===== src/hdl/sdi_pkg.sv =====
`timescale 1ns / 1ps
// shared types, constants and helpers of the sampled data integrator
// no dependencies
package sdi_pkg;

	localparam int SEGMENT_POINTS = 8;
	localparam int GAUSS_NODES    = 4;
	localparam int QUEUE_DEPTH    = 2;

	localparam logic signed [63:0] INT64_MAX = 64'sh7FFF_FFFF_FFFF_FFFF;
	localparam logic signed [63:0] INT64_MIN = 64'sh8000_0000_0000_0000;
	localparam logic signed [63:0] ONE_Q30   = 64'sd1073741824;

	// right shift applied after a product, with rounding
	typedef enum logic [1:0] {
		SH_0,
		SH_14,
		SH_17,
		SH_30
	} shift_t;

	typedef enum logic [1:0] {
		STATUS_OK  = 2'd0,
		STATUS_SAT = 2'd1,
		STATUS_DUP = 2'd2
	} status_t;

	// classified request between front and back
	typedef struct packed {
		logic signed [31:0] x;
		logic signed [31:0] y;
		logic               last;
		logic               close;
	} item_t;

	typedef struct packed {
		logic               start;
		shift_t             sh;
		logic signed [63:0] a;
		logic signed [63:0] b;
	} mul_req_t;

	typedef struct packed {
		logic               done;
		logic               sat;
		logic signed [63:0] value;
	} mul_rsp_t;

	typedef struct packed {
		logic               start;
		logic signed [63:0] num;
		logic signed [32:0] den;
	} div_req_t;

	typedef struct packed {
		logic               done;
		logic signed [63:0] quot;
	} div_rsp_t;

	function automatic logic signed [63:0] node_q30(input logic [1:0] j);
		logic signed [63:0] r;
		unique case (j)
			2'd0: r = 64'sd365051866;
			2'd1: r = -64'sd365051866;
			2'd2: r = 64'sd924638074;
			2'd3: r = -64'sd924638074;
		endcase
		return r;
	endfunction

	function automatic logic signed [63:0] weight_q30(input logic [1:0] j);
		logic signed [63:0] r;
		unique case (j)
			2'd0, 2'd1: r = 64'sd700235528;
			2'd2, 2'd3: r = 64'sd373506296;
		endcase
		return r;
	endfunction

	// {overflow, clamped sum}
	function automatic logic [64:0] sat_add(input logic signed [63:0] a,
		input logic signed [63:0] b);
		logic signed [63:0] s;
		logic               ovf;
		s   = a + b;
		ovf = (a[63] == b[63]) && (s[63] != a[63]);
		if (ovf) begin
			s = a[63] ? INT64_MIN : INT64_MAX;
		end
		return {ovf, s};
	endfunction

endpackage


===== src/hdl/sdi_front.sv =====
`timescale 1ns / 1ps
// front end: accepts samples, tags segment close and final, queues requests
// depends on sdi_pkg
module sdi_front #(
	parameter int SEGMENT_POINTS = sdi_pkg::SEGMENT_POINTS
) (
	input  logic                                   clk,
	input  logic                                   arst_n,
	input  logic                                   push,
	output logic                                   full,
	input  logic signed [31:0]                     x_value,
	input  logic signed [31:0]                     y_value,
	input  logic                                   last_sample,
	output logic                                   q_valid,
	input  logic                                   q_pop,
	output sdi_pkg::item_t                         q_item,
	output logic [$clog2(SEGMENT_POINTS)-1:0]      q_slot
);

	localparam int AW = $clog2(SEGMENT_POINTS);
	localparam int PW = $clog2(sdi_pkg::QUEUE_DEPTH);

	sdi_pkg::item_t item_mem [sdi_pkg::QUEUE_DEPTH];
	logic [AW-1:0]  slot_mem [sdi_pkg::QUEUE_DEPTH];
	logic [PW-1:0]  wptr_q, rptr_q;
	logic [PW:0]    cnt_q;
	logic [AW-1:0]  slot_q;
	logic           accept, take, close;
	sdi_pkg::item_t item_in;

	assign full    = (cnt_q == (PW+1)'(sdi_pkg::QUEUE_DEPTH));
	assign q_valid = (cnt_q != '0);
	assign accept  = push && !full;
	assign take    = q_pop && q_valid;
	assign close   = (slot_q == AW'(SEGMENT_POINTS - 1));

	assign item_in.x     = x_value;
	assign item_in.y     = y_value;
	assign item_in.last  = last_sample;
	assign item_in.close = close;

	assign q_item = item_mem[rptr_q];
	assign q_slot = slot_mem[rptr_q];

	always_ff @(posedge clk) begin
		if (accept) begin
			item_mem[wptr_q] <= item_in;
			slot_mem[wptr_q] <= slot_q;
		end
	end

	always_ff @(posedge clk or negedge arst_n) begin
		if (!arst_n) begin
			wptr_q <= '0;
			rptr_q <= '0;
			cnt_q  <= '0;
			slot_q <= '0;
		end else begin
			if (accept) begin
				wptr_q <= wptr_q + 1'b1;
				// the closing point is carried as the first of the next segment
				if (last_sample) begin
					slot_q <= '0;
				end else if (close) begin
					slot_q <= AW'(1);
				end else begin
					slot_q <= slot_q + 1'b1;
				end
			end
			if (take) begin
				rptr_q <= rptr_q + 1'b1;
			end
			if (accept && !take) begin
				cnt_q <= cnt_q + 1'b1;
			end else if (take && !accept) begin
				cnt_q <= cnt_q - 1'b1;
			end
		end
	end

endmodule


===== config.mk =====
export PLATFORM = sky130hd
export DESIGN_NAME = sdi_front
export DESIGN_NICKNAME = d
export VERILOG_FILES = /design/src/hdl/sdi_pkg.sv /design/src/hdl/sdi_front.sv
export SDC_FILE = /design/constraint.sdc
export NUM_CORES = 1
export LEC_CHECK = 0
export BUFFER_PORTS_ARGS = -buffer_cell sky130_fd_sc_hd__buf_2
export CAP_MARGIN = 25
export CORE_MARGIN = 4
export CORE_UTILIZATION = 30
export DETAILED_ROUTE_END_ITERATION = 6
export SLEW_MARGIN = 30
export SYNTH_ARGS = -nofsm -noshare
export SYNTH_HDL_FRONTEND = slang
export SYNTH_SLANG_ARGS = --single-unit

===== constraint.sdc =====
create_clock -name clk -period 4.12 [get_ports clk]
set_input_delay 0 -clock clk [delete_from_list [all_inputs] [get_ports clk]]
set_output_delay 0 -clock clk [all_outputs]
set_load 0.02 [all_outputs]

==> results.cfg <==
[routing]
met3_length_um = 604
m1WireLength_um = 4440
via_count = 2972
count_of_tritonroute_iterations_in_the_first_routing_pass = 4
routed-wl-met2_um = 5490
drt-initial-drc-count = 53
route.top_layer_used = met4
drt-total-wl_um = 10700
final_antenna_net_count = 0
viasPerCell = 4.20
drc_errors = 0
drt-wirelength-per-cell_um = 15.1

[synth]
avgSynthCellArea_um2 = 22.0
seq_area_frac_synth_pct = 79.7
ys_ff_latch = 145
unique_cell_type_count_in_the_yosys_netlist = 18
syn-instance-count = 246
ys_warn_count = 0
synth_area_um2 = 5420
postSynthNetCount = 318

[final_layout]
area_growth_pct = 41.5
antenna_cells_inserted = 0
sequential_area_um2 = 4320
drive_above_1_share_pct = 39.8
design.final.nets = 541
fillerInstances = 1577
area_of_the_multi_input_gates_um2 = 1020

[grt]
via_count_of_the_first_global_routing_pass = 3297
grt_max_degree = 41
gr-usage-all-layers_pct = 10.7
grt_antenna_before_repair = 0
global_route.overflow_total = 0
grt_pass1_wl_um = 16500

[sta]
timing.final.crit_share_pct = 48.2
count_of_endpoints_failing_hold_in_the_final_timing_report = 0
rsz0062_at_grt = false
final_max_slew_viol_count = 0
max_slew_margin_pct = 66.5
final-setup-viol-count = 0
timing_worst_slew_pin_value_ps = 503
final.min_clock_period_ps = 1990
timing.setup.tns_ps = 0
finClkSkew_ps = 10.5
max_clock_freq_mhz = 503

[worst_setup_path]
timing.critical_path.fanout_max = 40
critPathMaxStageDelay_ps = 710
classification_of_the_worst_setup_path = reg -> out
timing.critical_path.cells = buf_16 > mux2_1 > buf_2
startpoint_class = register
cp_data_required_time_ps = 4120
worstRegToRegCells = 3
rrSetupSlack_ps = 2370
critical_path.endpoint_type = output pin
worst-endpoint-arrival_ps = 1990
cp_max_stage_cell = dfrtp_4

[clocking]
cts.repair_timing.setup_buffer_count = 0
clk_pin_slew_ps = 60
worst_skew_pair.late_latency_ps = 410
cts-buffers-inserted = 17
cts-root-to-sink-buffers = 2
cts_root_buf = clkbuf_16
clock_tree_from_tritoncts = done
number_of_h_tree_levels = 4
clock_sinks = 145

[floorplanning]
rows = 48
fp.coreArea_um2 = 17500
fp.dieH_um = 142
dieWidth_um = 142
pin_count = 140
initial_utilization_pct = 31.0
die-area_um2 = 20300

[pwr]
power_switching_share_pct = 32.6
pwr-share-seq_pct = 41.5
power_switching_mw = 1.72
total_chip_power_mw = 5.27
power.clock.fraction_pct = 26.9
power_frac_comb_pct = 31.6
internal_power_mw = 3.55
p_per_area_nw_per_um2 = 687
peakVddDrop_mv = 0.403
power.static_leakage_nw = 2.95

[place]
dp_hpwl_um = 6830
numPortBuffers = 139
place.gp.congestion = 0.718

[run]
max_cap_violations = 0

[outcome]
outcome = completed

[hold_path]
hold_path_class = in -> reg
holdPathStages = 2
## sequential cells by signal, summed over array words and instances (netlist names)
signal / flops
cnt_q: 2
item_mem: 132
wptr_q: 1
rptr_q: 1
slot_q: 3
slot_mem: 6
## power groups by stage
stage          registers (mW)  clock network (mW)  logic, mW
2_1_floorplan            2.15                   0       1.18
3_3_place_gp             2.30                   0       1.49
3_5_place_dp             2.23                   0       1.64
4_1_cts                  2.20                1.48       1.71
5_1_grt                  2.23                1.53       1.80
6_report                 2.19                1.42       1.66
## cell type report
cell class	count	area share (%)
inverter	3	0.147
clock buffer	20	6.23
multi-input combinational	90	13.2
tap	225	3.67
sequential	145	56.3
timing repair buffer	212	19.3
clock inverter	12	1.06
## worst max-delay path: cells and delay by family (launching register included)
kind,cells,cell delay [ps]
buf+inv,2,460
flops,1,710
mux,1,370
## repair_timing
action,CTS,global route
gates resized for setup,0,0
endpoints found under the setup margin,0,0
hold endpoints to repair,142,0
hold buffers,69,0
## cell usage after synthesis
| master | n | area share (%) |
|---|---|---|
| buf_6 | 7 | 1.5 |
| mux2_1 | 60 | 12 |
| xnor2_1 | 3 | 0.48 |
| a21oi_1 | 1 | 0.092 |
| inv_1 | 3 | 0.21 |
| and3_2 | 1 | 0.14 |
| nor2b_1 | 2 | 0.23 |
| nand2_1 | 1 | 0.069 |
| or2_1 | 1 | 0.12 |
| dfrtp_1 | 7 | 3.2 |
| ha_1 | 3 | 0.69 |
| buf_4 | 1 | 0.14 |
| nand2_4 | 1 | 0.21 |
| nand2b_4 | 1 | 0.25 |
| mux2_4 | 12 | 3.3 |
| xor2_1 | 2 | 0.32 |
| nor2_1 | 2 | 0.14 |
| edfxtp_1 | 138 | 76 |
## through the flow
stage	worst slack (ps)	util, %	instance area (µm²)	hold slack (ps)	instances
floorplan	114	-	5420	-296	246
global placement	1990	36.3	6350	-160	603
detailed placement	2340	36.7	6420	-160	606
CTS	2050	43.9	7670	282	707
global route	2000	43.9	7670	300	707
finish	2130	43.9	7670	314	707
## worst paths after layout
| kind | from | to |
|---|---|---|
| setup reg to reg | cnt_q[0] | item_mem[1][57] |
| setup / recovery | rptr_q | q_item[45] |
| min in group asynchronous | arst_n | cnt_q[1] |
| hold / removal | y_value[23] | item_mem[1][25] |
| hold reg to reg | slot_q[1] | slot_mem[0][1] |
| max in group asynchronous | arst_n | rptr_q |
## routing by layer
layer | up-vias | global-route usage [%]
li1 | 1408 | -
met1 | 1467 | 12.1
met2 | 86 | 18.0
met3 | 11 | 3.93
met4 | 0 | 4.95
met5 | - | 0
## cell families (layout without fill, tap and decap cells)
group	count (synthesis)	after routing	share of synthesized area (%)
muxes	72	72	15.8
and+or+nand+nor	9	9	1.15
xor gates and xnor gates	5	5	0.808
adders and majority gates	3	3	0.692
buffers and inverters	11	247	1.80
AOI/OAI and AO/OA	1	1	0.0922
DFF	145	145	79.7
## layout by cell type, fill, tap and decap left out, drive strengths merged
cell type    count
xnor2            3
a21oi            1
xor2             2
nand2            2
nor2             2
nand2b           1
mux2            72
and3             1
dfrtp            7
clkinvlp         4
buf            143
edfxtp         138
clkinv           6
ha               3
or2              1
dlygate4sd3     69
inv              5
clkbuf          20
nor2b            2
Power figures use the tool's default switching activity.
