**config.mk**
```make
export PLATFORM = sky130hd
export DESIGN_NAME = sdi_div
export DESIGN_NICKNAME = d
export VERILOG_FILES = /design/src/hdl/sdi_pkg.sv /design/src/hdl/sdi_div.sv
export SDC_FILE = /design/constraint.sdc
export NUM_CORES = 1
export LEC_CHECK = 0
export BUFFER_PORTS_ARGS = -buffer_cell sky130_fd_sc_hd__buf_2
export CORE_ASPECT_RATIO = 0.8
export CORE_MARGIN = 2
export CORE_UTILIZATION = 48
export DETAILED_ROUTE_END_ITERATION = 8
export PLACE_DENSITY = 0.68
export SETUP_SLACK_MARGIN = 0.02
export SYNTH_ARGS = -nofsm -noshare
export SYNTH_HDL_FRONTEND = slang
export SYNTH_SLANG_ARGS = --single-unit
export TNS_END_PERCENT = 1
```
**constraint.sdc**
```tcl
create_clock -name clk -period 4.4 [get_ports clk]
set_input_delay 0.88 -clock clk [delete_from_list [all_inputs] [get_ports clk]]
set_output_delay 0.88 -clock clk [all_outputs]
set_load 0.02 [all_outputs]
```
**src/hdl/sdi_pkg.sv**
```systemverilog
`timescale 1ns / 1ps
// shared types, constants and helpers of the sampled data integrator
// no dependencies
package sdi_pkg;

	localparam int SEGMENT_POINTS = 8;
	localparam int GAUSS_NODES    = 4;
	localparam int QUEUE_DEPTH    = 2;

	localparam logic signed [63:0] INT64_MAX = 64'sh7FFF_FFFF_FFFF_FFFF;
	localparam logic signed [63:0] INT64_MIN = 64'sh8000_0000_0000_0000;
	localparam logic signed [63:0] ONE_Q30   = 64'sd1073741824;

	// right shift applied after a product, with rounding
	typedef enum logic [1:0] {
		SH_0,
		SH_14,
		SH_17,
		SH_30
	} shift_t;

	typedef enum logic [1:0] {
		STATUS_OK  = 2'd0,
		STATUS_SAT = 2'd1,
		STATUS_DUP = 2'd2
	} status_t;

	// classified request between front and back
	typedef struct packed {
		logic signed [31:0] x;
		logic signed [31:0] y;
		logic               last;
		logic               close;
	} item_t;

	typedef struct packed {
		logic               start;
		shift_t             sh;
		logic signed [63:0] a;
		logic signed [63:0] b;
	} mul_req_t;

	typedef struct packed {
		logic               done;
		logic               sat;
		logic signed [63:0] value;
	} mul_rsp_t;

	typedef struct packed {
		logic               start;
		logic signed [63:0] num;
		logic signed [32:0] den;
	} div_req_t;

	typedef struct packed {
		logic               done;
		logic signed [63:0] quot;
	} div_rsp_t;

	function automatic logic signed [63:0] node_q30(input logic [1:0] j);
		logic signed [63:0] r;
		unique case (j)
			2'd0: r = 64'sd365051866;
			2'd1: r = -64'sd365051866;
			2'd2: r = 64'sd924638074;
			2'd3: r = -64'sd924638074;
		endcase
		return r;
	endfunction

	function automatic logic signed [63:0] weight_q30(input logic [1:0] j);
		logic signed [63:0] r;
		unique case (j)
			2'd0, 2'd1: r = 64'sd700235528;
			2'd2, 2'd3: r = 64'sd373506296;
		endcase
		return r;
	endfunction

	// {overflow, clamped sum}
	function automatic logic [64:0] sat_add(input logic signed [63:0] a,
		input logic signed [63:0] b);
		logic signed [63:0] s;
		logic               ovf;
		s   = a + b;
		ovf = (a[63] == b[63]) && (s[63] != a[63]);
		if (ovf) begin
			s = a[63] ? INT64_MIN : INT64_MAX;
		end
		return {ovf, s};
	endfunction

endpackage

```
**src/hdl/sdi_div.sv**
```systemverilog
`timescale 1ns / 1ps
// signed 64 by 33 bit divider, one quotient bit per cycle, truncates toward zero
// depends on sdi_pkg
module sdi_div (
	input  logic              clk,
	input  logic              arst_n,
	input  sdi_pkg::div_req_t req,
	output sdi_pkg::div_rsp_t rsp
);

	typedef enum logic [1:0] {D_IDLE, D_RUN, D_OUT} dstate_t;

	dstate_t     state_q;
	logic [63:0] nm_q;
	logic [32:0] dm_q, rem_q;
	logic        neg_q;
	logic [5:0]  cnt_q;
	logic [33:0] trial, diff;
	logic        ge;

	assign trial = {rem_q, nm_q[63]};
	assign diff  = trial - {1'b0, dm_q};
	assign ge    = (trial >= {1'b0, dm_q});

	always_ff @(posedge clk or negedge arst_n) begin
		if (!arst_n) begin
			state_q <= D_IDLE;
			nm_q    <= '0;
			dm_q    <= '0;
			rem_q   <= '0;
			neg_q   <= 1'b0;
			cnt_q   <= '0;
			rsp     <= '0;
		end else begin
			rsp.done <= 1'b0;
			unique case (state_q)
				D_IDLE: begin
					if (req.start) begin
						nm_q    <= req.num[63] ? 64'd0 - req.num : req.num;
						dm_q    <= req.den[32] ? 33'd0 - req.den : req.den;
						neg_q   <= req.num[63] ^ req.den[32];
						rem_q   <= '0;
						cnt_q   <= '0;
						state_q <= D_RUN;
					end
				end
				D_RUN: begin
					rem_q <= ge ? diff[32:0] : trial[32:0];
					nm_q  <= {nm_q[62:0], ge};
					cnt_q <= cnt_q + 1'b1;
					if (cnt_q == 6'd63) begin
						state_q <= D_OUT;
					end
				end
				D_OUT: begin
					rsp.done <= 1'b1;
					rsp.quot <= neg_q ? 64'd0 - nm_q : nm_q;
					state_q  <= D_IDLE;
				end
				default: state_q <= D_IDLE;
			endcase
		end
	end

endmodule

```
==> flow_summary.toml <==
[run_status]
run_status = "finished clean"

[detailed_routing]
drtAntennaViolNets = 0
drtPass1Iterations = 7
via_count = 11959
drc_errors = 0
routed_length_per_placed_instance_um = 17.16
drt-total-wl_um = 35140
detailedRoute.firstIterationViolations = 896
vias_per_cell = 5.839

[floorplanning]
io_pins = 165
initial_utilization_pct = 48.71
die-width_um = 189.8
fp-row-count = 54
total_die_area_um2 = 28980
die_y_um = 152.7
placeableCoreArea_um2 = 27230

[cells_and_area]
layout.cells.most_common_list = "o21ai_0, dfrtp_1, nand2_1, buf_2, xor2_1"
layout.cell_area.non_filler_um2 = 15170
area_growth_pct = 14.42
layout-drive-gt1-share_pct = 15.49
finish.net_count = 1800
layout.cells.most_common = "o21ai_0"
finish.cell_count_without_fillers = 2048

[sta]
setup_skew_ns = 0.01684
final-setup-viol-count = 0
achievable-frequency_mhz = 280.4
final_min_period_over_clock_period_pct = 81.06
slew-limit-headroom_pct = 21.58
tightest_slew_ns = 1.176
finalWorstSetupSlack_ns = 0.8335
final-max-slew-violation-count = 0
grt_setup_unrepaired = "false"
tns_ns = 0
final.min_clock_period_ns = 3.566
report.final.hold_viol_count = 0

[place]
place_inst = 2000
place_worst_setup_slack_ns = 0.4832
io_buffers = 164
finalWeightedCongestion = 0.8877
place.detailed.hpwl_um = 25000
placed_area_um2 = 14350

[yosys]
postSynth.topFlopCell = "dfrtp_1"
synth.net_count = 1689
synth_edf_count = 0
syn-cell-area_um2 = 13260
async_flop_share_pct = 100.0
synth_cells = 1551
seq_area_frac_synth_pct = 38.49
yosysUniqueCellTypes = 72
avg_synthesized_cell_area_um2 = 8.551
yosys_register_bits = 204
synth-warning-count = 0

[power_and_ir_drop]
fin_total_pwr_mw = 9.942
peakVddDrop_mv = 0.3154
power.share.clock_pct = 20.4
share_comb_of_total_power_pct = 46.6
power.switching_mw = 4.210
seq_power_share_pct = 33.0
static-leakage-power_nw = 6.808
total_power_per_unit_cell_area_nw_per_um2 = 655.2
sw_frac_of_total_pct = 42.35
p_int_mw = 5.732

[worst_setup_path]
crit_path_cell_trace = "inv_1 -> ha_1 -> a21oi_1 -> o21ai_0 -> a2111oi_0 -> a21oi_1 -> buf_4 -> a21oi_1 -> nor2_1 -> o21ai_2 -> buf_4 -> nand3_1 -> nand3_1"
worstReg2RegEnd = "rem_q[17]$_DFFE_PN0P_"
crit_buf_inv = 3
crit_path_frequent_cell = "a21oi_1"
path_max_fanout = 14
worst_path_largest_cell_delay_ns = 0.54
ff2ff_path_depth = 13
cp_top_family = "compound AO/OA/AOI/OAI gates"
arrival_ns = 4.01
path_class = "reg2reg"
r2r_setup_slack_ns = 0.83
critical_path_required_ns = 4.84
critPathCaptureType = "flop"
crit_cells = 13
startpoint_type = "flop"
critPathSlowestCell = "o21ai_2"
reg2reg_from = "dm_q[7]$_DFFE_PN0P_"

[clock_tree]
cts_resized = 0
clk_sinks = 204
number_of_h_tree_levels = 1
cts_tree = "done"
cts_buffer_depth = 3
cts_root_buf = "clkbuf_16"
cts.repair_timing.setup_buffer_count = 0
clkLatencyLatePin_ns = 0.52
post_cts_hold_buffer_count = 0
numCtsBuffers = 24
clkTransAtPathRegs_ns = 0.06

[global_route]
antenna_found_initial = 5
combined_global_route_utilization_of_all_metal_layers_pct = 24.51
wire_length_of_the_first_global_routing_pass_um = 58970
overflow = 0
grt_start_max_net_pins = 130
vias_in_the_first_global_route = 11314

[hold_path]
hp-class = "in2async"

[job]
maxCapViolCount = 0
[state kept, by name, indices dropped and copies added, names as in the netlist]
register	flops
neg_q	1
cnt_q	6
state_q	2
rem_q	33
nm_q	64
dm_q	33
rsp	65
[worst reg2reg max path, delay by kind of cell (launching register included)]
family                   cells  cell delay [ns]
buffers and inverters        3             0.58
AO/OA/AOI/OAI                6             1.79
flip-flops                   1             0.35
adder cells (fa/ha/maj)      1             0.39
AND/OR/NAND/NOR              3             0.39
[Yosys cell counts, types with 21 or more instances]
cell,number,area [µm²]
dfrtp_1,204,5105
clkbuf_1,85,319.1
xnor2_1,25,219.0
o31ai_1,38,285.3
a22o_1,23,201.4
nor2_1,48,180.2
a22oi_1,38,285.3
or4_1,21,157.7
a21oi_1,67,335.3
nor3_1,28,140.1
o21ai_1,21,105.1
nand3_1,113,565.5
xor2_1,132,1156
inv_1,49,183.9
o21ai_0,206,1031
ha_1,37,462.9
nand2_1,176,660.6
[stage by stage]
step                hold slack, ns  util, %
CTS                         0.4789    55.68
finish                      0.4016    55.73
floorplan                   0.4498        -
global route                0.4925    55.70
global placement            0.4577    52.69
detailed placement          0.4649    52.69
[worst max path at each step]
stage	start	slack, ns	end
6_report	dm_q[7]$_DFFE_PN0P_	0.83	rem_q[17]$_DFFE_PN0P_
5_1_grt	dm_q[7]$_DFFE_PN0P_	0.59	rem_q[18]$_DFFE_PN0P_
4_1_cts	dm_q[7]$_DFFE_PN0P_	0.91	rem_q[17]$_DFFE_PN0P_
2_1_floorplan	req[1]	0.84	dm_q[29]$_DFFE_PN0P_
3_3_place_gp	req[1]	0.54	dm_q[29]$_DFFE_PN0P_
3_5_place_dp	req[82]	0.48	nm_q[61]$_DFFE_PN0P_
[metal layers]
layer  routed length [µm]  global-route usage, %
met1                17540                  38.96
met2                14710                  35.25
met3                 2297                  3.293
met4                  574                  4.946
met5                   13                      0
[cell type report]
| type | count | area [µm²] |
|---|---|---|
| antenna | 6 | 15.01 |
| timing repair buffer | 183 | 972.2 |
| fill | 2525 | 12050 |
| clock buffer | 33 | 694.4 |
| multi-input combinational | 1200 | 7630 |
| clock inverter | 9 | 117.6 |
| tap | 364 | 455.4 |
| sequential | 204 | 5106 |
| inverter | 49 | 183.9 |
[kinds of logic (layout without fill, tap and decap cells)]
group | after synthesis | after routing | share of synthesized area, %
XOR/XNOR | 157 | 157 | 10.37
buffers and inverters | 147 | 274 | 4.236
multiplexers | 14 | 14 | 1.066
AND/OR/NAND/NOR | 512 | 512 | 19.84
AO/OA/AOI/OAI | 479 | 479 | 22.36
flip-flops | 204 | 204 | 38.49
adder cells (fa/ha/maj) | 38 | 38 | 3.641
other | 0 | 6 | 0
[power groups by stage]
stage | clock network, mW | logic, mW | registers, mW
final | 2.03 | 4.63 | 3.28
after global routing | 2.13 | 5.26 | 3.38
after CTS | 2.06 | 4.60 | 3.26
after detailed placement | 0 | 4.56 | 3.28
after global placement | 0 | 4.48 | 3.27
after floorplan | 0 | 3.63 | 3.01
(Power assumes the default switching activity.)
