[src/hdl/sdi_pkg.sv]
`timescale 1ns / 1ps
// shared types, constants and helpers of the sampled data integrator
// no dependencies
package sdi_pkg;

	localparam int SEGMENT_POINTS = 8;
	localparam int GAUSS_NODES    = 4;
	localparam int QUEUE_DEPTH    = 2;

	localparam logic signed [63:0] INT64_MAX = 64'sh7FFF_FFFF_FFFF_FFFF;
	localparam logic signed [63:0] INT64_MIN = 64'sh8000_0000_0000_0000;
	localparam logic signed [63:0] ONE_Q30   = 64'sd1073741824;

	// right shift applied after a product, with rounding
	typedef enum logic [1:0] {
		SH_0,
		SH_14,
		SH_17,
		SH_30
	} shift_t;

	typedef enum logic [1:0] {
		STATUS_OK  = 2'd0,
		STATUS_SAT = 2'd1,
		STATUS_DUP = 2'd2
	} status_t;

	// classified request between front and back
	typedef struct packed {
		logic signed [31:0] x;
		logic signed [31:0] y;
		logic               last;
		logic               close;
	} item_t;

	typedef struct packed {
		logic               start;
		shift_t             sh;
		logic signed [63:0] a;
		logic signed [63:0] b;
	} mul_req_t;

	typedef struct packed {
		logic               done;
		logic               sat;
		logic signed [63:0] value;
	} mul_rsp_t;

	typedef struct packed {
		logic               start;
		logic signed [63:0] num;
		logic signed [32:0] den;
	} div_req_t;

	typedef struct packed {
		logic               done;
		logic signed [63:0] quot;
	} div_rsp_t;

	function automatic logic signed [63:0] node_q30(input logic [1:0] j);
		logic signed [63:0] r;
		unique case (j)
			2'd0: r = 64'sd365051866;
			2'd1: r = -64'sd365051866;
			2'd2: r = 64'sd924638074;
			2'd3: r = -64'sd924638074;
		endcase
		return r;
	endfunction

	function automatic logic signed [63:0] weight_q30(input logic [1:0] j);
		logic signed [63:0] r;
		unique case (j)
			2'd0, 2'd1: r = 64'sd700235528;
			2'd2, 2'd3: r = 64'sd373506296;
		endcase
		return r;
	endfunction

	// {overflow, clamped sum}
	function automatic logic [64:0] sat_add(input logic signed [63:0] a,
		input logic signed [63:0] b);
		logic signed [63:0] s;
		logic               ovf;
		s   = a + b;
		ovf = (a[63] == b[63]) && (s[63] != a[63]);
		if (ovf) begin
			s = a[63] ? INT64_MIN : INT64_MAX;
		end
		return {ovf, s};
	endfunction

endpackage

[src/hdl/sdi_mul.sv]
`timescale 1ns / 1ps
// shared 64x64 signed multiplier, four 32x32 partial products,
// rounds half away from zero at the shift and clamps to +-(2^63-1); uses sdi_pkg
module sdi_mul (
	input  logic              clk,
	input  logic              arst_n,
	input  sdi_pkg::mul_req_t req,
	output sdi_pkg::mul_rsp_t rsp
);

	typedef enum logic [1:0] {M_IDLE, M_MUL, M_RND, M_OUT} mstate_t;

	mstate_t          state_q;
	logic [63:0]      ma_q, mb_q, pp_q;
	logic [127:0]     acc_q, pp_ext, shifted, rnd;
	logic             neg_q;
	sdi_pkg::shift_t  sh_q;
	logic [2:0]       cnt_q;
	logic [1:0]       off_q;
	logic [31:0]      pa, pb;
	logic [63:0]      mag;
	logic             sat;

	assign pa = cnt_q[1] ? ma_q[63:32] : ma_q[31:0];
	assign pb = cnt_q[0] ? mb_q[63:32] : mb_q[31:0];

	always_comb begin
		unique case (off_q)
			2'd0:    pp_ext = {64'd0, pp_q};
			2'd1:    pp_ext = {32'd0, pp_q, 32'd0};
			default: pp_ext = {pp_q, 64'd0};
		endcase
		unique case (sh_q)
			sdi_pkg::SH_0:  begin rnd = 128'd0;        shifted = acc_q;       end
			sdi_pkg::SH_14: begin rnd = 128'd1 << 13;  shifted = acc_q >> 14; end
			sdi_pkg::SH_17: begin rnd = 128'd1 << 16;  shifted = acc_q >> 17; end
			sdi_pkg::SH_30: begin rnd = 128'd1 << 29;  shifted = acc_q >> 30; end
		endcase
		sat = |shifted[127:63];
		mag = shifted[63:0];
	end

	always_ff @(posedge clk or negedge arst_n) begin
		if (!arst_n) begin
			state_q   <= M_IDLE;
			ma_q      <= '0;
			mb_q      <= '0;
			pp_q      <= '0;
			acc_q     <= '0;
			neg_q     <= 1'b0;
			sh_q      <= sdi_pkg::SH_0;
			cnt_q     <= '0;
			off_q     <= '0;
			rsp       <= '0;
		end else begin
			rsp.done <= 1'b0;
			unique case (state_q)
				M_IDLE: begin
					if (req.start) begin
						ma_q    <= req.a[63] ? 64'd0 - req.a : req.a;
						mb_q    <= req.b[63] ? 64'd0 - req.b : req.b;
						neg_q   <= req.a[63] ^ req.b[63];
						sh_q    <= req.sh;
						cnt_q   <= '0;
						acc_q   <= '0;
						state_q <= M_MUL;
					end
				end
				M_MUL: begin
					// product of one step is accumulated in the next
					if (cnt_q != 3'd4) begin
						pp_q  <= pa * pb;
						off_q <= 2'(cnt_q[1]) + 2'(cnt_q[0]);
					end
					if (cnt_q != 3'd0) begin
						acc_q <= acc_q + pp_ext;
					end
					cnt_q <= cnt_q + 1'b1;
					if (cnt_q == 3'd4) begin
						state_q <= M_RND;
					end
				end
				M_RND: begin
					acc_q   <= acc_q + rnd;
					state_q <= M_OUT;
				end
				M_OUT: begin
					rsp.done <= 1'b1;
					rsp.sat  <= sat;
					if (sat) begin
						rsp.value <= neg_q ? -sdi_pkg::INT64_MAX : sdi_pkg::INT64_MAX;
					end else begin
						rsp.value <= neg_q ? 64'd0 - mag : mag;
					end
					state_q <= M_IDLE;
				end
			endcase
		end
	end

endmodule

[config.mk]
export PLATFORM = sky130hd
export DESIGN_NAME = sdi_mul
export DESIGN_NICKNAME = d
export VERILOG_FILES = /design/src/hdl/sdi_pkg.sv /design/src/hdl/sdi_mul.sv
export SDC_FILE = /design/constraint.sdc
export NUM_CORES = 2
export LEC_CHECK = 0
export ABC_AREA = 1
export BUFFER_PORTS_ARGS = -buffer_cell sky130_fd_sc_hd__buf_2
export CORE_MARGIN = 2
export CORE_UTILIZATION = 41
export CTS_BUF_LIST = sky130_fd_sc_hd__clkbuf_8
export CTS_CLUSTER_SIZE = 20
export DETAILED_ROUTE_END_ITERATION = 12
export HOLD_SLACK_MARGIN = 0.1
export PLACE_DENSITY_LB_ADDON = 0.3
export SYNTH_ARGS = -nofsm -noshare
export SYNTH_HDL_FRONTEND = slang
export SYNTH_SLANG_ARGS = --single-unit
[constraint.sdc]
create_clock -name clk -period 8.5 [get_ports clk]
set_input_delay 0.85 -clock clk [delete_from_list [all_inputs] [get_ports clk]]
set_output_delay 0.85 -clock clk [all_outputs]
set_load 0.01 [all_outputs]
==> results by group <==
Synth
  – Area of the mapped netlist: 69500 sq um
  – Top-area cell type share of the netlist area: 25.8%
  – Register area share after synthesis: 14.3%
  – EDFF count, synth: 0
  – Ys async rst share: 100%
  – Syn nets: 11700
  – Avg Cell Area, Syn: 6.77 sq um
  – Top cells by area, synth: fa_1 (26%), dfrtp_1 (14%), nand2_1 (13%)
  – Ys Warns: 0
  – Synth Register Bits: 396
  – Cell taking the most area after synthesis: fa_1
  – Synth Instances: 10300
  – Synth unique cells: 49
  – Ys flop type: dfrtp_1

STA
  – Minimum clock period: 8.35 ns
  – Worst setup margin: 0.146 ns
  – WHS: 0.189 ns
  – FMAX: 120 MHz
  – Final count of hold timing violations: 0
  – Setup TNS: 0 ns
  – Unrepaired setup endpoints after global routing: yes
  – Slew HR: -0.271%
  – Endpoints failing setup: 0
  – Least-Margin Pin Slew: 1.50 ns
  – Clock Skew: 0.0634 ns
  – Final Cycle Share: 98.3%
  – Fin. max-slew vios: 1

Setup path
  – CP startpoint kind: register
  – Setup CP Type: reg -> reg
  – CP Max Fanout: 40
  – R2R depth: 30
  – Delay of the slowest critical-path stage: 0.71 ns
  – CP most frequent cell: fa_1
  – Worst Path Required: 9.25 ns
  – Top Family by Delay on Critical Path: adder cells
  – Crit path capture type: register
  – CP bufs+invs: 8
  – Slowest CP cell: o21ai_2
  – WP depth: 30
  – WP data arrival: 9.11 ns

Outcome
  – Failing checks: max-capacitance violations, max-slew violations
  – Outcome: finished, violations left

Placed design
  – Pre-CTS setup slack: -0.0296 ns
  – Port-buffer cells: 198
  – GP Congestion: 1.10
  – HPWL after detailed placement: 307000 microns

Floorplanning
  – Die W: 416 microns
  – Die height: 416 microns
  – Core Footprint: 169000 sq um
  – Die Area: 173000 sq um
  – # rows: 151
  – I/O pin count: 199
  – Starting density of the core: 41.2%

CTS
  – # H-tree levels: 3
  – TritonCTS Sinks: 396
  – CTS Root Cell: clkbuf_8
  – Clock buffer depth: 3
  – CTS tree: yes
  – Clock latency on the worst-skew pair: 0.90 ns
  – TritonCTS Buffers: 89
  – Reg clk slew, reported paths: 0.06 ns

GRT
  – Initial antenna violation count: 15
  – GR Util All Layers: 41.4%
  – Largest net degree at the start of global routing: 132
  – Vias in the first global route: 73700
  – GRT overflow: 0
  – First-pass GRT wire length: 518000 microns

Routing
  – Vias: 73400
  – Remaining antenna violation count: 0
  – Drt drc: 0
  – Routed WL per cell: 27.8 microns
  – Drt total wl: 359000 microns
  – Via/cell ratio: 5.68
  – Drt pass-1 iters: 8
  – Initial detailed-routing violation count: 7794

Finish
  – # nets final: 12100
  – Layout cells sized above 1: 8.81%
  – Fillers: 17900
  – Layout area overhead: 11.9%

Job
  – Max-cap violation count: 1

Min path
  – Hold path depth: 3
  – Hold Path Class: in -> reg
-- flip-flops by register name (all words and copies together) (netlist names) --
register,flops
acc_q,128
rsp,66
ma_q,64
mb_q,64
pp_q,64
cnt_q,3
off_q,2
sh_q,2
state_q,2
neg_q,1
-- layer usage --
metal / share of wire [%] / vias up / GRT usage, %
met5: 0.034 / - / 0
met4: 8.2 / 16 / 27.1
met3: 9.3 / 1067 / 8.87
met2: 43 / 3978 / 63.7
met1: 39 / 35900 / 52.4
li1: - / 32500 / -
-- path summary, 6_finish.rpt --
kind,start,end,slack [ns]
worst max-delay path,cnt_q[1],pp_q[46],0.15
max in group asynchronous,arst_n,acc_q[44],6.02
worst min register to register,ma_q[36],ma_q[36],0.48
worst max register to register,cnt_q[1],pp_q[46],0.15
worst min-delay path,req[128],sh_q[0],0.19
min in group asynchronous,arst_n,acc_q[8],0.53
-- tightest hold or removal path: cells and delay by family --
family / cells / cell delay (ns)
AO/OA/AOI/OAI: 1 / 0.06
AND/OR/NAND/NOR: 1 / 0.04
buffers and inverters: 1 / 0.08
-- through the flow --
stage,area (sq um),util [%],cells
final,77800,46.1,12900
after CTS,77600,45.9,12900
after global routing,77800,46.1,12900
after detailed placement,75400,44.7,12700
after global placement,75400,44.7,12700
after floorplan,69500,-,10300
-- layout by cell type (no fill, tap or decap), types with 197 or more instances in the layout --
master   Yosys  layout
buf_4        5     388
nand3_1    520     517
nand2_1   2391    2390
ha_1       399     397
buf_2       20     197
nor2_1    1606    1601
inv_1     1826    1832
dfrtp_1    396     391
o21ai_0    600     568
a21oi_1    482     479
fa_1       897     897
-- layout make-up --
type                       count  area, sq um  share of cell area, %
multi-input combinational   7664        51500                   66.2
sequential                   396         9920                   12.7
timing repair buffer         612         4420                   5.67
tap                         2218         2780                   3.57
clock inverter                52          584                  0.751
antenna                       12         30.0                 0.0386
clock buffer                 112         1540                   1.98
inverter                    1864         7020                   9.02
-- logic make-up after synthesis --
logic type	synth area share, %
simple gates	28.9
xor+xnor	1.79
compound gates	9.91
flops	14.3
fa+ha+maj	33.0
buf+inv	12.1
-- Yosys cell counts, types with 49 or more instances --
master,n
nand2_1,2391
inv_1,1826
nor2_1,1606
fa_1,897
o21ai_0,600
nand3_1,520
a21oi_1,482
ha_1,399
dfrtp_1,396
clkbuf_1,293
nand4_1,116
nor3_1,114
xor2_1,103
or2_2,57
nand3b_1,52
o21ai_1,49
-- timing repair --
item                                    4_1_cts  5_1_grt
buffers inserted                              0       10
hold buffers                                  1        0
gates cloned                                  0        0
endpoints found under the setup margin        1       32
endpoints found under the hold margin        68        0
resized for setup                             4       20
Power is not shown: default switching activity piles up to over one toggle a cycle in this logic, so the estimate is an artifact.
