`src/hdl/sdi_pkg.sv`:
```
`timescale 1ns / 1ps
// shared types, constants and helpers of the sampled data integrator
// no dependencies
package sdi_pkg;

	localparam int SEGMENT_POINTS = 8;
	localparam int GAUSS_NODES    = 4;
	localparam int QUEUE_DEPTH    = 2;

	localparam logic signed [63:0] INT64_MAX = 64'sh7FFF_FFFF_FFFF_FFFF;
	localparam logic signed [63:0] INT64_MIN = 64'sh8000_0000_0000_0000;
	localparam logic signed [63:0] ONE_Q30   = 64'sd1073741824;

	// right shift applied after a product, with rounding
	typedef enum logic [1:0] {
		SH_0,
		SH_14,
		SH_17,
		SH_30
	} shift_t;

	typedef enum logic [1:0] {
		STATUS_OK  = 2'd0,
		STATUS_SAT = 2'd1,
		STATUS_DUP = 2'd2
	} status_t;

	// classified request between front and back
	typedef struct packed {
		logic signed [31:0] x;
		logic signed [31:0] y;
		logic               last;
		logic               close;
	} item_t;

	typedef struct packed {
		logic               start;
		shift_t             sh;
		logic signed [63:0] a;
		logic signed [63:0] b;
	} mul_req_t;

	typedef struct packed {
		logic               done;
		logic               sat;
		logic signed [63:0] value;
	} mul_rsp_t;

	typedef struct packed {
		logic               start;
		logic signed [63:0] num;
		logic signed [32:0] den;
	} div_req_t;

	typedef struct packed {
		logic               done;
		logic signed [63:0] quot;
	} div_rsp_t;

	function automatic logic signed [63:0] node_q30(input logic [1:0] j);
		logic signed [63:0] r;
		unique case (j)
			2'd0: r = 64'sd365051866;
			2'd1: r = -64'sd365051866;
			2'd2: r = 64'sd924638074;
			2'd3: r = -64'sd924638074;
		endcase
		return r;
	endfunction

	function automatic logic signed [63:0] weight_q30(input logic [1:0] j);
		logic signed [63:0] r;
		unique case (j)
			2'd0, 2'd1: r = 64'sd700235528;
			2'd2, 2'd3: r = 64'sd373506296;
		endcase
		return r;
	endfunction

	// {overflow, clamped sum}
	function automatic logic [64:0] sat_add(input logic signed [63:0] a,
		input logic signed [63:0] b);
		logic signed [63:0] s;
		logic               ovf;
		s   = a + b;
		ovf = (a[63] == b[63]) && (s[63] != a[63]);
		if (ovf) begin
			s = a[63] ? INT64_MIN : INT64_MAX;
		end
		return {ovf, s};
	endfunction

endpackage

```
`src/hdl/sdi_back.sv`:
```
`timescale 1ns / 1ps
// back end: point buffers, repeated abscissa scan, segment sequencer and result register
// depends on sdi_pkg; drives the shared sdi_mul and sdi_div units
module sdi_back #(
	parameter int SEGMENT_POINTS = sdi_pkg::SEGMENT_POINTS
) (
	input  logic                              clk,
	input  logic                              arst_n,
	input  logic                              q_valid,
	output logic                              q_pop,
	input  sdi_pkg::item_t                    q_item,
	input  logic [$clog2(SEGMENT_POINTS)-1:0] q_slot,
	output sdi_pkg::mul_req_t                 mul_req,
	input  sdi_pkg::mul_rsp_t                 mul_rsp,
	output sdi_pkg::div_req_t                 div_req,
	input  sdi_pkg::div_rsp_t                 div_rsp,
	output logic                              empty,
	input  logic                              pop,
	output logic signed [63:0]                integral,
	output logic [1:0]                        status
);

	localparam int AW = $clog2(SEGMENT_POINTS);

	typedef enum logic [4:0] {
		S_IDLE, S_SCAN_RD, S_SCAN_CMP, S_DECIDE, S_A, S_NODE, S_NODE_W,
		S_K, S_K_W, S_I, S_I_W, S_DIV, S_BAS, S_Y, S_Y_W, S_TERM,
		S_W, S_WACC, S_SEG, S_SEG_W, S_POST, S_EMIT
	} state_t;

	state_t             state_q;
	logic signed [31:0] x_mem [SEGMENT_POINTS];
	logic signed [31:0] y_mem [SEGMENT_POINTS];
	logic signed [31:0] x_rd_q, y_rd_q;
	logic [AW-1:0]      rd_addr, wr_addr;
	logic               mem_we;
	logic signed [31:0] wr_x, wr_y;

	logic signed [31:0] cur_x_q, cur_y_q, xk_q;
	logic [AW-1:0]      cur_slot_q, i_q, k_q;
	logic               cur_last_q, cur_close_q, dup_q;
	logic signed [32:0] d_q, s_q;
	logic signed [46:0] p_q;
	logic [1:0]         j_q;
	logic signed [63:0] basis_q, f_q, acc_q, total_q;
	logic [1:0]         flags_q;
	logic               res_valid_q;

	logic signed [63:0] node_v, num_full, add_a, add_sum;
	logic signed [32:0] den;
	logic               add_ovf, seg_needed;

	assign q_pop = (state_q == S_IDLE) && q_valid;
	assign empty = !res_valid_q;

	// buffer write: new point, or the closing point carried to the front
	always_comb begin
		mem_we  = q_pop || (state_q == S_POST && cur_close_q);
		wr_addr = q_pop ? q_slot : '0;
		wr_x    = q_pop ? q_item.x : cur_x_q;
		wr_y    = q_pop ? q_item.y : cur_y_q;
		unique case (state_q)
			S_SCAN_RD, S_I: rd_addr = i_q;
			S_K, S_Y:       rd_addr = k_q;
			default:        rd_addr = '0;
		endcase
	end

	always_ff @(posedge clk) begin
		if (mem_we) begin
			x_mem[wr_addr] <= wr_x;
			y_mem[wr_addr] <= wr_y;
		end
		x_rd_q <= x_mem[rd_addr];
		y_rd_q <= y_mem[rd_addr];
	end

	always_comb begin
		// evaluation point, 14 extra fraction bits, rounded half up
		node_v   = ({{31{s_q[32]}}, s_q} <<< 30) + mul_rsp.value + 64'sd65536;
		num_full = {{17{p_q[46]}}, p_q} - ({{32{x_rd_q[31]}}, x_rd_q} <<< 14);
		den      = {xk_q[31], xk_q} - {x_rd_q[31], x_rd_q};
		unique case (state_q)
			S_TERM:  add_a = f_q;
			S_WACC:  add_a = acc_q;
			default: add_a = total_q;
		endcase
		{add_ovf, add_sum} = sdi_pkg::sat_add(add_a, mul_rsp.value);
		seg_needed = cur_close_q || (cur_last_q && cur_slot_q != '0);
	end

	always_ff @(posedge clk or negedge arst_n) begin
		if (!arst_n) begin
			state_q     <= S_IDLE;
			cur_x_q     <= '0;
			cur_y_q     <= '0;
			cur_slot_q  <= '0;
			cur_last_q  <= 1'b0;
			cur_close_q <= 1'b0;
			dup_q       <= 1'b0;
			xk_q        <= '0;
			i_q         <= '0;
			k_q         <= '0;
			j_q         <= '0;
			d_q         <= '0;
			s_q         <= '0;
			p_q         <= '0;
			basis_q     <= '0;
			f_q         <= '0;
			acc_q       <= '0;
			total_q     <= '0;
			flags_q     <= '0;
			res_valid_q <= 1'b0;
			integral    <= '0;
			status      <= '0;
			mul_req     <= '0;
			div_req     <= '0;
		end else begin
			mul_req.start <= 1'b0;
			div_req.start <= 1'b0;
			// in S_EMIT a pop is folded into the result register load
			if (pop && res_valid_q && state_q != S_EMIT) begin
				res_valid_q <= 1'b0;
			end
			unique case (state_q)
				S_IDLE: begin
					if (q_valid) begin
						cur_x_q     <= q_item.x;
						cur_y_q     <= q_item.y;
						cur_last_q  <= q_item.last;
						cur_close_q <= q_item.close;
						cur_slot_q  <= q_slot;
						i_q         <= '0;
						state_q     <= S_SCAN_RD;
					end
				end
				S_SCAN_RD: begin
					state_q <= (i_q == cur_slot_q) ? S_DECIDE : S_SCAN_CMP;
				end
				S_SCAN_CMP: begin
					if (x_rd_q == cur_x_q) begin
						dup_q <= 1'b1;
					end
					i_q     <= i_q + 1'b1;
					state_q <= S_SCAN_RD;
				end
				S_DECIDE: begin
					if (!seg_needed) begin
						state_q <= S_POST;
					end else if (dup_q) begin
						flags_q[1] <= 1'b1;
						state_q    <= S_POST;
					end else begin
						j_q     <= '0;
						acc_q   <= '0;
						state_q <= S_A;
					end
				end
				S_A: begin
					d_q     <= {cur_x_q[31], cur_x_q} - {x_rd_q[31], x_rd_q};
					s_q     <= {cur_x_q[31], cur_x_q} + {x_rd_q[31], x_rd_q};
					state_q <= S_NODE;
				end
				S_NODE: begin
					mul_req.start <= 1'b1;
					mul_req.sh    <= sdi_pkg::SH_0;
					mul_req.a     <= {{31{d_q[32]}}, d_q};
					mul_req.b     <= sdi_pkg::node_q30(j_q);
					state_q       <= S_NODE_W;
				end
				S_NODE_W: begin
					if (mul_rsp.done) begin
						p_q     <= node_v[63:17];
						f_q     <= '0;
						k_q     <= '0;
						state_q <= S_K;
					end
				end
				S_K: begin
					state_q <= S_K_W;
				end
				S_K_W: begin
					xk_q    <= x_rd_q;
					basis_q <= sdi_pkg::ONE_Q30;
					i_q     <= '0;
					state_q <= S_I;
				end
				S_I: begin
					if (i_q == k_q) begin
						if (i_q == cur_slot_q) begin
							state_q <= S_Y;
						end else begin
							i_q <= i_q + 1'b1;
						end
					end else begin
						state_q <= S_I_W;
					end
				end
				S_I_W: begin
					div_req.start <= 1'b1;
					div_req.num   <= {num_full[47:0], 16'd0};
					div_req.den   <= den;
					state_q       <= S_DIV;
				end
				S_DIV: begin
					if (div_rsp.done) begin
						mul_req.start <= 1'b1;
						mul_req.sh    <= sdi_pkg::SH_30;
						mul_req.a     <= basis_q;
						mul_req.b     <= div_rsp.quot;
						state_q       <= S_BAS;
					end
				end
				S_BAS: begin
					if (mul_rsp.done) begin
						basis_q <= mul_rsp.value;
						if (mul_rsp.sat) begin
							flags_q[0] <= 1'b1;
						end
						if (i_q == cur_slot_q) begin
							state_q <= S_Y;
						end else begin
							i_q     <= i_q + 1'b1;
							state_q <= S_I;
						end
					end
				end
				S_Y: begin
					state_q <= S_Y_W;
				end
				S_Y_W: begin
					mul_req.start <= 1'b1;
					mul_req.sh    <= sdi_pkg::SH_14;
					mul_req.a     <= {{32{y_rd_q[31]}}, y_rd_q};
					mul_req.b     <= basis_q;
					state_q       <= S_TERM;
				end
				S_TERM: begin
					if (mul_rsp.done) begin
						f_q <= add_sum;
						if (mul_rsp.sat || add_ovf) begin
							flags_q[0] <= 1'b1;
						end
						if (k_q == cur_slot_q) begin
							state_q <= S_W;
						end else begin
							k_q     <= k_q + 1'b1;
							state_q <= S_K;
						end
					end
				end
				S_W: begin
					mul_req.start <= 1'b1;
					mul_req.sh    <= sdi_pkg::SH_30;
					mul_req.a     <= f_q;
					mul_req.b     <= sdi_pkg::weight_q30(j_q);
					state_q       <= S_WACC;
				end
				S_WACC: begin
					if (mul_rsp.done) begin
						acc_q <= add_sum;
						if (mul_rsp.sat || add_ovf) begin
							flags_q[0] <= 1'b1;
						end
						if (j_q == 2'(sdi_pkg::GAUSS_NODES - 1)) begin
							state_q <= S_SEG;
						end else begin
							j_q     <= j_q + 1'b1;
							state_q <= S_NODE;
						end
					end
				end
				S_SEG: begin
					mul_req.start <= 1'b1;
					mul_req.sh    <= sdi_pkg::SH_17;
					mul_req.a     <= acc_q;
					mul_req.b     <= {{31{d_q[32]}}, d_q};
					state_q       <= S_SEG_W;
				end
				S_SEG_W: begin
					if (mul_rsp.done) begin
						total_q <= add_sum;
						if (mul_rsp.sat || add_ovf) begin
							flags_q[0] <= 1'b1;
						end
						state_q <= S_POST;
					end
				end
				S_POST: begin
					if (cur_close_q) begin
						dup_q <= 1'b0;
					end
					state_q <= cur_last_q ? S_EMIT : S_IDLE;
				end
				S_EMIT: begin
					if (!res_valid_q || pop) begin
						res_valid_q <= 1'b1;
						integral    <= total_q;
						if (flags_q[1]) begin
							status <= sdi_pkg::STATUS_DUP;
						end else if (flags_q[0]) begin
							status <= sdi_pkg::STATUS_SAT;
						end else begin
							status <= sdi_pkg::STATUS_OK;
						end
						total_q <= '0;
						flags_q <= '0;
						dup_q   <= 1'b0;
						state_q <= S_IDLE;
					end
				end
				default: state_q <= S_IDLE;
			endcase
		end
	end

endmodule

```
`config.mk`:
```
export PLATFORM = sky130hd
export DESIGN_NAME = sdi_back
export DESIGN_NICKNAME = d
export VERILOG_FILES = /design/src/hdl/sdi_pkg.sv /design/src/hdl/sdi_back.sv
export SDC_FILE = /design/constraint.sdc
export NUM_CORES = 2
export LEC_CHECK = 0
export ABC_AREA = 1
export ABC_CLOCK_PERIOD_IN_PS = 10600
export BUFFER_PORTS_ARGS = -buffer_cell sky130_fd_sc_hd__buf_2
export CAP_MARGIN = 10
export CELL_PAD_IN_SITES_DETAIL_PLACEMENT = 2
export CELL_PAD_IN_SITES_GLOBAL_PLACEMENT = 2
export CORE_ASPECT_RATIO = 1.5
export CORE_MARGIN = 5
export CORE_UTILIZATION = 38
export DETAILED_ROUTE_END_ITERATION = 10
export PLACE_DENSITY_LB_ADDON = 0.1
export SETUP_SLACK_MARGIN = 0.2
export SYNTH_ARGS = -nofsm -noshare
export SYNTH_HDL_FRONTEND = slang
export SYNTH_SLANG_ARGS = --single-unit
```
`constraint.sdc`:
```
create_clock -name clk -period 10.6 [get_ports clk]
set_input_delay 1.06 -clock clk [delete_from_list [all_inputs] [get_ports clk]]
set_output_delay 1.06 -clock clk [all_outputs]
set_load 0.005 [all_outputs]
```
==> impl_metrics.csv <==
group,metric,value,unit
status,status,"finished, final reports clean",
route,via_per_inst,5.79,
synthesis,async_flop_share,57.0,%
die,core_area,180000,µm²
sta,grt_setup_unrepaired,"false",
die,initial_core_util,38.1,%
placement,gp_congestion,1.00,
clock_network,ctsHoldBuffers,0,
worst_setup_path,startpoint,"state_q[3]$_DFFE_PN0P_",
clock_network,postCtsSetupBuffers,0,
global_routing,busiest_layer,"met2",
global_routing,grt_pass1_wl,478,mm
min_path,holdCritPathClass,"in2async",
global_routing,gr-usage-met3,4.42,%
die,die_w,357,µm
synthesis,synth.distinct_cells,64,
route,vias,62500,
sta,setup_tns,0,ns
synthesis,yosysSeqAreaShare,52.1,%
route,routedWlPerCell,31.1,µm
global_routing,grt_antenna_before_repair,24,
synthesis,syn_area,68700,µm²
worst_setup_path,worstPathArrival,7.79,ns
die,core.rowCount,191,
sta,whs,0.323,ns
final_layout,area_delta_synth_final,14.0,%
clock_network,clockBufferDepth,4,
route,dr.pass1.iters,7,
clock_network,htreeDepth,4,
global_routing,grt_pass1_vias,68900,
clock_network,cts_tree,"built",
worst_setup_path,worst-path-max-fanout,31,
route,drt_iter0_drc,4083,
global_routing,track_usage,34.4,%
die,dieArea,189000,µm²
route,drc,0,
placement,dp_hpwl,248,mm
run,cap_violations,0,
sta,finalCriticalPeriod,7.16,ns
sta,maxSlewViolCount,0,
final_layout,n_fill_cell,20200,
worst_setup_path,cp.required,11.23,ns
clock_network,clockRootBuffer,"clkbuf_16",
power_and_ir_drop,p_leak,34.9,nW
global_routing,use_met2,61.1,%
power_and_ir_drop,p_per_area,331,nW/µm²
sta,final-setup-viol-count,0,
final_layout,final_area,78300,µm²
synthesis,synth_edf_count,512,
clock_network,clk_latency,0.84,ns
die,die-height,531,µm
global_routing,grt_use_met1,39.1,%
global_routing,overflow,0,
sta,fmax,140,MHz
die,io_pins,501,
synthesis,syn_inst,7882,
sta,post-route-period-util,67.5,%
route,drt_wl_total,336,mm
worst_setup_path,start_kind,"register",
synthesis,synthFlopType,"dfrtp_1",
route,ant_nets,0,
clock_network,clk_pin_slew,0.06,ns
synthesis,ys.warnings.count,0,
worst_setup_path,critPathCaptureType,"register",
power_and_ir_drop,power.total,25.9,mW
clock_network,cts_made_buffers,149,
clock_network,cts_resized,0,
power_and_ir_drop,ir_drop,0.184,mV
placement,place_area,73600,µm²
synthesis,synth_seq_cells,1341,
final_layout,drive_above_1_share,11.6,%
global_routing,grt_max_degree,166,
placement,place.port_buffers,484,
worst_setup_path,rr_startpoint,"state_q[3]$_DFFE_PN0P_",
sta,fin_worst_skew,0.0832,ns
synthesis,syn_area_per_cell,8.71,µm²
sta,finalHoldViolations,0,
final_layout,fin_util,43.5,%
clock_network,cts.sinks,1341,
final_layout,final_nets,8713,
sta,worst_pin_slew,1.34,ns
worst_setup_path,crit_type,"reg2reg",
sta,relSlewSlack,10.0,%
cells by family after synthesis:
group	share of synthesized area, %
AND/OR/NAND/NOR	18.9
AO/OA/AOI/OAI	15.3
flip-flops	52.1
buffers and inverters	6.57
adder cells (fa/ha/maj)	4.37
XOR/XNOR	1.58
multiplexers	1.08
other	0.00546
cells in the mapped netlist, types with 59 or more instances:
library cell / instances / area [µm²]
a21oi_1: 328 / 1640
a221oi_1: 86 / 753
buf_2: 77 / 385
clkbuf_1: 242 / 908
dfrtp_1: 765 / 19100
dfxtp_1: 64 / 1280
edfxtp_1: 512 / 15400
ha_1: 232 / 2900
inv_1: 764 / 2870
mux2_2: 66 / 743
nand2_1: 1852 / 6950
nand3_1: 405 / 2030
nand4_1: 59 / 369
nor2_1: 730 / 2740
nor3_1: 64 / 320
o211ai_1: 67 / 503
o21ai_0: 743 / 3720
o22ai_1: 245 / 1530
xnor2_1: 59 / 517
xor2_1: 65 / 569
cell type report:
cell class	instances	area [µm²]	share of cell area, %
clock buffers	203	4130	5.27
diodes	8	20.0	0.0256
well taps	2412	3020	3.85
clock inverters	55	583	0.745
multi-input cells	5408	28600	36.5
inverters	791	2980	3.80
flip-flops and latches	1341	35800	45.7
repair buffers	581	3220	4.12
per-layer routing:
layer	vias to the layer above	share of wire, %
met1	32300	38
met5	-	0.020
met4	10	7.7
met2	1943	50
met3	731	4.7
li1	27600	-
registers in the layout, indices dropped and copies added (netlist names), 3 cells and up:
name,cells
basis_q,64
d_q,33
x_rd_q,32
y_mem,256
i_q,3
mul_req,131
cur_y_q,32
cur_x_q,32
s_q,32
acc_q,64
div_req,82
state_q,5
f_q,64
p_q,47
integral,64
y_rd_q,32
cur_slot_q,3
k_q,3
x_mem,256
total_q,64
xk_q,32
per-stage QoR:
| stage | setup WS, ns | std cells |
|---|---|---|
| 5_1_grt | 3.29 | 10800 |
| 2_1_floorplan | 2.48 | 7897 |
| 6_report | 3.44 | 10800 |
| 3_3_place_gp | 3.68 | 10500 |
| 3_5_place_dp | 3.50 | 10500 |
| 4_1_cts | 3.48 | 10800 |
where the power goes:
group | switching [mW] | internal (mW)
Clock | 2.24 | 2.96
Sequential | 1.20 | 7.11
Combinational | 8.85 | 3.58
cells in the final DEF, fill, tap and decap left out, types with 25 or more instances in the layout:
master | netlist | layout
o211ai_1 | 67 | 67
clkbuf_16 | 0 | 153
o221ai_1 | 43 | 43
nor2_1 | 730 | 726
nand2_1 | 1852 | 1848
dfxtp_1 | 64 | 64
clkbuf_1 | 242 | 39
edfxtp_1 | 512 | 512
o22ai_1 | 245 | 245
ha_1 | 232 | 232
a221oi_1 | 86 | 86
a31oi_1 | 44 | 44
or2_2 | 25 | 25
o2111ai_1 | 45 | 45
o21bai_1 | 45 | 45
buf_2 | 77 | 483
inv_1 | 764 | 760
o21ai_1 | 31 | 31
nand4_1 | 59 | 59
nor3_1 | 64 | 57
nand3_1 | 405 | 404
xnor2_1 | 59 | 59
buf_4 | 22 | 92
dfrtp_1 | 765 | 765
a21oi_1 | 328 | 328
o21ai_0 | 743 | 742
mux2_2 | 66 | 66
xor2_1 | 65 | 65
path summary, 6_finish.rpt:
path                            slack [ns]  depth (start not counted)                        to
max in group asynchronous             7.91                          3   mul_req[20]$_DFFE_PN0P_
worst max-delay path                  3.44                         26     acc_q[38]$_DFFE_PN0P_
min in group clk                      0.46                          2     res_valid_q$_DFF_PN0_
worst min register to register        0.47                          2  integral[57]$_DFFE_PN0P_
worst max register to register        3.44                         26     acc_q[38]$_DFFE_PN0P_
worst min-delay path                  0.32                          1       p_q[23]$_DFFE_PN0P_
worst max-delay path, stage by stage, from the launching register on:
cell	delay [ns]
dfrtp_1	0.53
nor2_2	0.14
nand3_2	0.09
buf_4	0.34
inv_2	0.42
nor2_4	0.80
buf_4	0.54
nand2_1	0.09
o221ai_1	0.10
ha_1	0.32
nand2_1	0.16
inv_1	0.06
a21oi_1	0.23
nand2_1	0.17
nand2_1	0.10
nand2_1	0.19
nand2_1	0.13
nand2_1	0.22
nand2_1	0.23
nand2_1	0.09
nand2_2	0.66
buf_4	0.46
inv_2	0.17
nor2_1	0.14
nand2_1	0.17
nand2_1	0.16
o21ai_1	0.08
Power figures use the tool's default switching activity.
